### config.mk
export PLATFORM = sky130hd
export DESIGN_NAME = ordered_value_list
export DESIGN_NICKNAME = d
export VERILOG_FILES = /design/src/rtl/ovl_pkg.sv /design/src/rtl/ordered_value_list.sv
export SDC_FILE = /design/constraint.sdc
export NUM_CORES = 2
export LEC_CHECK = 0
export BUFFER_PORTS_ARGS = -buffer_cell sky130_fd_sc_hd__buf_2
export CORE_AREA = 4 4 496 498
export DETAILED_ROUTE_END_ITERATION = 10
export DIE_AREA = 0 0 500 502
export GPL_TIMING_DRIVEN = 0
export HOLD_SLACK_MARGIN = 0.08
export PLACE_DENSITY = 0.58
export RECOVER_POWER = 50
export SLEW_MARGIN = 20
export SYNTH_ARGS = -nofsm -noshare
export SYNTH_HDL_FRONTEND = slang
export SYNTH_SLANG_ARGS = --single-unit
### constraint.sdc
create_clock -name clock -period 5.85 [get_ports clock]
set_input_delay 1.17 -clock clock [delete_from_list [all_inputs] [get_ports clock]]
set_output_delay 1.17 -clock clock [all_outputs]
set_load 0.02 [all_outputs]
### src/rtl/ovl_pkg.sv
`default_nettype none
// ----------------------------------------------------------------------------
// ovl_pkg
// Shared types and codes for the ordered value list.
// ----------------------------------------------------------------------------
package ovl_pkg;

   localparam int unsigned CAPACITY_DEF = 64;

   localparam int unsigned OP_W    = 2;
   localparam int unsigned VALUE_W = 32;
   localparam int unsigned STAT_W  = 2;
   localparam int unsigned POS_W   = 6;
   localparam int unsigned CNT_W   = 7;

   typedef logic [OP_W-1:0]           op_type;
   typedef logic signed [VALUE_W-1:0] value_type;
   typedef logic [STAT_W-1:0]         stat_type;
   typedef logic [POS_W-1:0]          pos_type;
   typedef logic [CNT_W-1:0]          cnt_type;

   localparam op_type OP_INSERT = 2'd0;
   localparam op_type OP_REMOVE = 2'd1;
   localparam op_type OP_SEARCH = 2'd2;

   localparam stat_type ST_DONE    = 2'd0;
   localparam stat_type ST_MISSING = 2'd1;
   localparam stat_type ST_FULL    = 2'd2;

endpackage : ovl_pkg
`default_nettype wire

### src/rtl/ordered_value_list.sv
`default_nettype none
// ----------------------------------------------------------------------------
// ordered_value_list
// Bounded ordered store of signed 32-bit values with insert, remove and
// search, built around one memory port and one shared equality compare.
// ----------------------------------------------------------------------------
//
//   channel  | handshake            | payload
//   ---------+----------------------+-----------------------------------------
//   req      | req_valid/req_stall  | req_operation, req_value
//   rsp      | rsp_valid/rsp_stall  | rsp_status, rsp_position, rsp_entry_count
//
// Steps: insert, an unused code, and remove or search on an empty list go
// from IDLE to FINISH. Remove and search visit READ and CMP per entry scanned
// from the head (one registered memory read, one compare); a remove then
// visits SH_RD, SH_WR per entry moved headward. One memory port sets this.
// Reset clears the entry count and the control; stored values need no clear.
// A pending response may sit in its output register while the next request
// is taken; the sequencer only waits in FINISH if that register is full and stalled.
// ----------------------------------------------------------------------------
module ordered_value_list #(
   parameter int unsigned CAPACITY = ovl_pkg::CAPACITY_DEF
) (
   input  wire logic               clock,
   input  wire logic               reset,

   input  wire logic               req_valid,
   output      logic               req_stall,
   input  wire ovl_pkg::op_type    req_operation,
   input  wire ovl_pkg::value_type req_value,

   output      logic               rsp_valid,
   input  wire logic               rsp_stall,
   output      ovl_pkg::stat_type  rsp_status,
   output      ovl_pkg::pos_type   rsp_position,
   output      ovl_pkg::cnt_type   rsp_entry_count
);
   import ovl_pkg::*;

   localparam int unsigned IW = (CAPACITY > 1) ? $clog2(CAPACITY) : 1;
   localparam int unsigned CW = $clog2(CAPACITY + 1);
   localparam logic [CW-1:0] CAP_C = CW'(CAPACITY);
   localparam logic [CW-1:0] CNT_ONE = CW'(1);

   typedef enum logic [2:0] {
      S_IDLE,
      S_READ,
      S_CMP,
      S_SH_RD,
      S_SH_WR,
      S_FINISH
   } state_type;

   state_type       state_ff;
   op_type          op_ff;
   value_type       key_ff;
   logic [CW-1:0]   count_ff;
   logic [CW-1:0]   idx_ff;
   stat_type        stat_ff;
   logic [CW-1:0]   pos_ff;

   logic            rsp_valid_ff;
   stat_type        rsp_status_ff;
   pos_type         rsp_position_ff;
   cnt_type         rsp_count_ff;

   // entry store: one write, one registered read per cycle
   value_type       mem [CAPACITY];
   value_type       rd_data_ff;
   logic            mem_we;
   logic [IW-1:0]   mem_wa;
   value_type       mem_wd;
   logic [IW-1:0]   mem_ra;

   logic            req_fire;
   logic            out_free;
   logic [CW-1:0]   idx_nx;
   logic [CW:0]     idx_nx2;
   logic            hit;
   logic [31:0]     pos_wide;
   logic [31:0]     cnt_wide;

   assign req_stall = (state_ff != S_IDLE);
   assign req_fire  = req_valid && !req_stall;
   assign out_free  = !rsp_valid_ff || !rsp_stall;
   assign idx_nx    = idx_ff + CNT_ONE;
   assign idx_nx2   = {1'b0, idx_nx} + {1'b0, CNT_ONE};
   assign hit       = (rd_data_ff == key_ff);
   assign pos_wide  = 32'(pos_ff);
   assign cnt_wide  = 32'(count_ff);

   // memory port steering
   always_comb begin
      mem_we = 1'b0;
      mem_wa = count_ff[IW-1:0];
      mem_wd = req_value;
      mem_ra = idx_ff[IW-1:0];
      unique case (state_ff)
         S_IDLE: begin
            // append at tail while taking an insert
            mem_we = req_fire && (req_operation == OP_INSERT) && (count_ff != CAP_C);
         end
         S_SH_RD: begin
            mem_ra = idx_nx[IW-1:0];
         end
         S_SH_WR: begin
            mem_we = 1'b1;
            mem_wa = idx_ff[IW-1:0];
            mem_wd = rd_data_ff;
         end
         default: begin
         end
      endcase
   end

   always_ff @(posedge clock) begin
      if (mem_we) begin
         mem[mem_wa] <= mem_wd;
      end
      rd_data_ff <= mem[mem_ra];
   end

   // sequencer with registered response
   always_ff @(posedge clock) begin
      if (reset) begin
         state_ff     <= S_IDLE;
         count_ff     <= '0;
         rsp_valid_ff <= 1'b0;
      end else begin
         // drop the response once taken, unless FINISH replaces it
         if (rsp_valid_ff && !rsp_stall && state_ff != S_FINISH) begin
            rsp_valid_ff <= 1'b0;
         end

         unique case (state_ff)
            S_IDLE: begin
               if (req_fire) begin
                  op_ff  <= req_operation;
                  key_ff <= req_value;
                  idx_ff <= '0;
                  pos_ff <= '0;
                  if (req_operation == OP_INSERT) begin
                     state_ff <= S_FINISH;
                     if (count_ff == CAP_C) begin
                        stat_ff <= ST_FULL;
                     end else begin
                        stat_ff  <= ST_DONE;
                        count_ff <= count_ff + CNT_ONE;
                     end
                  end else if ((req_operation == OP_REMOVE ||
                                req_operation == OP_SEARCH) && count_ff != '0) begin
                     stat_ff  <= ST_MISSING;
                     state_ff <= S_READ;
                  end else begin
                     stat_ff  <= ST_MISSING;
                     state_ff <= S_FINISH;
                  end
               end
            end

            S_READ: begin
               state_ff <= S_CMP;
            end

            S_CMP: begin
               if (hit) begin
                  pos_ff  <= idx_ff;
                  stat_ff <= ST_DONE;
                  if (op_ff == OP_REMOVE) begin
                     if (idx_nx < count_ff) begin
                        state_ff <= S_SH_RD;
                     end else begin
                        count_ff <= count_ff - CNT_ONE;
                        state_ff <= S_FINISH;
                     end
                  end else begin
                     state_ff <= S_FINISH;
                  end
               end else begin
                  idx_ff <= idx_nx;
                  if (idx_nx == count_ff) begin
                     state_ff <= S_FINISH;
                  end else begin
                     state_ff <= S_READ;
                  end
               end
            end

            S_SH_RD: begin
               state_ff <= S_SH_WR;
            end

            S_SH_WR: begin
               // move entry idx+1 into idx, then advance
               idx_ff <= idx_nx;
               if (idx_nx2 < {1'b0, count_ff}) begin
                  state_ff <= S_SH_RD;
               end else begin
                  count_ff <= count_ff - CNT_ONE;
                  state_ff <= S_FINISH;
               end
            end

            S_FINISH: begin
               // hold until the output register is free
               if (out_free) begin
                  rsp_valid_ff    <= 1'b1;
                  rsp_status_ff   <= stat_ff;
                  rsp_position_ff <= pos_wide[POS_W-1:0];
                  rsp_count_ff    <= cnt_wide[CNT_W-1:0];
                  state_ff        <= S_IDLE;
               end
            end

            default: begin
               state_ff <= S_IDLE;
            end
         endcase
      end
   end

   assign rsp_valid       = rsp_valid_ff;
   assign rsp_status      = rsp_status_ff;
   assign rsp_position    = rsp_position_ff;
   assign rsp_entry_count = rsp_count_ff;

endmodule : ordered_value_list
`default_nettype wire

==> flow_summary.json <==
{
  "status": "complete, but fails checks",
  "violations": "negative setup slack",
  "rr_startpoint": "idx_ff[0]",
  "ctsLongestPathBuffers": 3,
  "final_layout_size_suffix_gt1_share_pct": 13.3,
  "tns_ps": -81470,
  "cts_tree": "yes",
  "path_buf_inv": 5,
  "drcViolationCount": 0,
  "synth-main-ff-cell": "edfxtp_1",
  "yosysWarnings": 0,
  "clkSinkCount": 2155,
  "critical-path-slowest-cell": "nand2_1",
  "multiInputGateArea_mm2": 0.0302,
  "drt_iter0_markers": 10700,
  "first_global_vias": 65600,
  "p_sw_mw": 19.4,
  "worstPathArrival_ps": 6800,
  "clk_pin_slew_ps": 60,
  "timing.rr.end": "mem[9][2]",
  "seq_area_mm2": 0.0643,
  "combPwrFrac_pct": 34.0,
  "layout_common_cells": "2112 x edfxtp_1, 924 x nand2_1, 771 x mux2i_1",
  "cts_buffers": 224,
  "crit_chain": "buf_4, buf_2, clkbuf_2, clkbuf_2, a21oi_1, nor3_1, nand2_1, nor2_4, buf_16",
  "postRouteAntennaNets": 0,
  "pwr-share-clk_pct": 28.5,
  "layout_commonest_cell": "edfxtp_1",
  "finalWorstSetupSlack_ps": -364,
  "peakVddDrop_mv": 0.274,
  "firstDrtPassIters": 8,
  "startpoint": "idx_ff[0]",
  "timing.reg2reg.setup_slack_ps": -360,
  "timing_worst_slew_pin_value_ps": 1410,
  "wl_per_cell_um": 35.0,
  "fp.dieW_um": 500,
  "grt_max_degree": 57,
  "die_y_um": 502,
  "crit_fanout": 17,
  "crit_top_cell": "clkbuf_2",
  "wl_met3_mm": 49.0,
  "hold_ws_ps": 420,
  "worstHoldPathType": "flop to flop",
  "dp_hpwl_mm": 268,
  "ioPinCount": 55,
  "synthArstFlopShare_pct": 0,
  "grt_util_all_layers_pct": 29.5,
  "fmaxAchievable_mhz": 161,
  "vias": 68900,
  "place_inst": 10400,
  "dieArea_mm2": 0.251,
  "via_per_inst": 6.34,
  "grt_pass1_wl_mm": 520,
  "initial_core_util_pct": 39.7,
  "p_leak_nw": 37.2,
  "crit_family": "buffers and inverters",
  "reg2reg_depth": 9,
  "io_buffers": 54,
  "p_sw_share_pct": 38.1,
  "clock_skew_ps": 52.1,
  "met2_length_mm": 160,
  "gp_congestion": 0.993,
  "critPathCaptureType": "flop",
  "fin_crit_sh_pct": 106,
  "top_layer_used": "met5",
  "yosysSeqAreaShare_pct": 66.9,
  "fin_util_pct": 46.4,
  "syn_to_final_growth_pct": 16.7,
  "maxSlewViolCount": 0,
  "cp_num_cells": 9,
  "fin_nets": 7500,
  "cap_violations": 0,
  "power.density_mw_per_mm2": 454,
  "path_class": "flop to flop",
  "clk_latency_ps": 900,
  "p_seq_share_pct": 37.5,
  "finalHoldViolCount": 0,
  "met1Wirelength_mm": 147,
  "ys_types": 79,
  "htreeDepth": 4,
  "min_period_ps": 6210,
  "synth_fp_nets": 7032,
  "synth.avg_cell_area_um2": 13.8,
  "rsz0062_at_grt": "yes",
  "wirelength_mm": 381,
  "overflow": 0,
  "postSynthCellCount": 6970,
  "root_buffer": "clkbuf_16",
  "startpoint_type": "flop",
  "intPower_mw": 31.6,
  "crit_required_ps": 6440,
  "slew_headroom_pct": 5.50,
  "stdcell_count": 10900,
  "core_area_mm2": 0.242,
  "fillers": 21200,
  "crit_end": "mem[9][2]",
  "syn_area_mm2": 0.0961,
  "synth-edff-count": 2112,
  "setup_viol": 539,
  "synth-seq-cells": 2155,
  "fp-row-count": 181,
  "antenna_found_initial": 50,
  "critPathMaxStageDelay_ps": 890
}
[metal layers]
metal	vias to the layer above	track usage (%)
li1	28300	-
met1	34900	39.5
met2	4689	42.6
met3	1004	9.25
met4	18	15.9
met5	-	0.540
[worst min-delay path by stage]
stage / startpoint / to / slack [ps] / cells past startpoint
floorplan: pos_ff[0] / rsp_position[0] / 400 / 0
detailed placement: pos_ff[4] / rsp_position[4] / 410 / 0
finish: pos_ff[4] / rsp_position[4] / 420 / 0
global placement: stat_ff[1] / rsp_status[1] / 400 / 0
CTS: req_value[20] / key_ff[20] / 400 / 1
global route: req_value[26] / key_ff[26] / 440 / 1
[sequential cells by signal (all words and copies together) (netlist names)]
register	count
mem	2048
pos_ff	6
stat_ff	2
rd_data_ff	32
rsp_valid	1
rsp_position	6
idx_ff	7
op_ff	2
rsp_entry_count	7
state_ff	3
key_ff	32
count_ff	7
rsp_status	2
[Yosys cell counts, types with 7 or more instances]
cell type / number / area, um^2
nand2b_1: 9 / 56.3
a32o_1: 11 / 110
a21oi_1: 361 / 1810
a22o_1: 18 / 158
nand3_1: 219 / 1100
o21ai_0: 20 / 100
buf_1: 48 / 180
nand2_1: 957 / 3590
a211oi_1: 611 / 4590
buf_6: 18 / 203
nand4_1: 107 / 669
a311o_1: 22 / 220
o311ai_0: 16 / 140
o31ai_1: 9 / 67.6
o211ai_1: 13 / 97.6
or4_1: 32 / 240
buf_4: 26 / 195
dfxtp_1: 43 / 861
mux4_2: 58 / 1310
ha_1: 23 / 288
nor2b_1: 337 / 2110
buf_2: 192 / 961
a311oi_1: 76 / 666
nor3_1: 9 / 45.0
nor2_1: 104 / 390
clkbuf_1: 258 / 968
mux2i_1: 771 / 7720
o22ai_1: 15 / 93.8
and3_1: 7 / 43.8
o22a_1: 48 / 420
o41ai_1: 12 / 105
xnor2_1: 13 / 114
nor4_1: 12 / 75.1
xor2_1: 35 / 307
inv_1: 23 / 86.3
edfxtp_1: 2112 / 63400
a32oi_1: 121 / 1060
and2_1: 77 / 482
o221ai_1: 49 / 429
a21o_1: 7 / 52.6
[cell families after synthesis]
logic type                 synth area share, %
AOI/OAI and AO/OA                         10.8
buffers and inverters                     2.70
muxes                                     9.40
DFF                                       66.9
and+or+nand+nor                           9.40
adders and majority gates                0.320
xor gates and xnor gates                 0.471
[cell type report]
cell class                      instances  area share (%)
Sequential cell                      2155            57.3
Buffer                                539            2.30
Inverter                               24          0.0836
Tap cell                             3202            3.57
Clock inverter                        144            1.27
Multi-Input combinational cell       4249            26.9
Timing Repair Buffer                  245            3.20
Clock buffer                          270            5.32
Antenna cell                           33          0.0736
[per-stage QoR]
step | instance area [um^2] | power [mW] | setup WS (ps)
after detailed placement | 104000 | 35.8 | -1600
final | 112000 | 51.0 | -364
after global routing | 112000 | 52.1 | -125
after global placement | 100000 | 35.3 | -3980
after CTS | 112000 | 50.3 | 4.26
after floorplan | 96100 | 27.7 | 856
[timing repair]
item,in CTS,in global routing
setup buffers,0,51
hold buffers,0,0
endpoints found under the setup margin,41,373
gates resized for setup,56,29
pin swaps,17,22
[power by group through the flow]
stage,Clock [mW],Combinational (mW),Sequential [mW]
after global routing,15.3,17.6,19.1
final,14.5,17.3,19.1
after CTS,14.6,16.6,19.1
after detailed placement,0,16.4,19.4
after floorplan,0,8.35,19.4
after global placement,0,15.5,19.8
(Power assumes the default switching activity.)
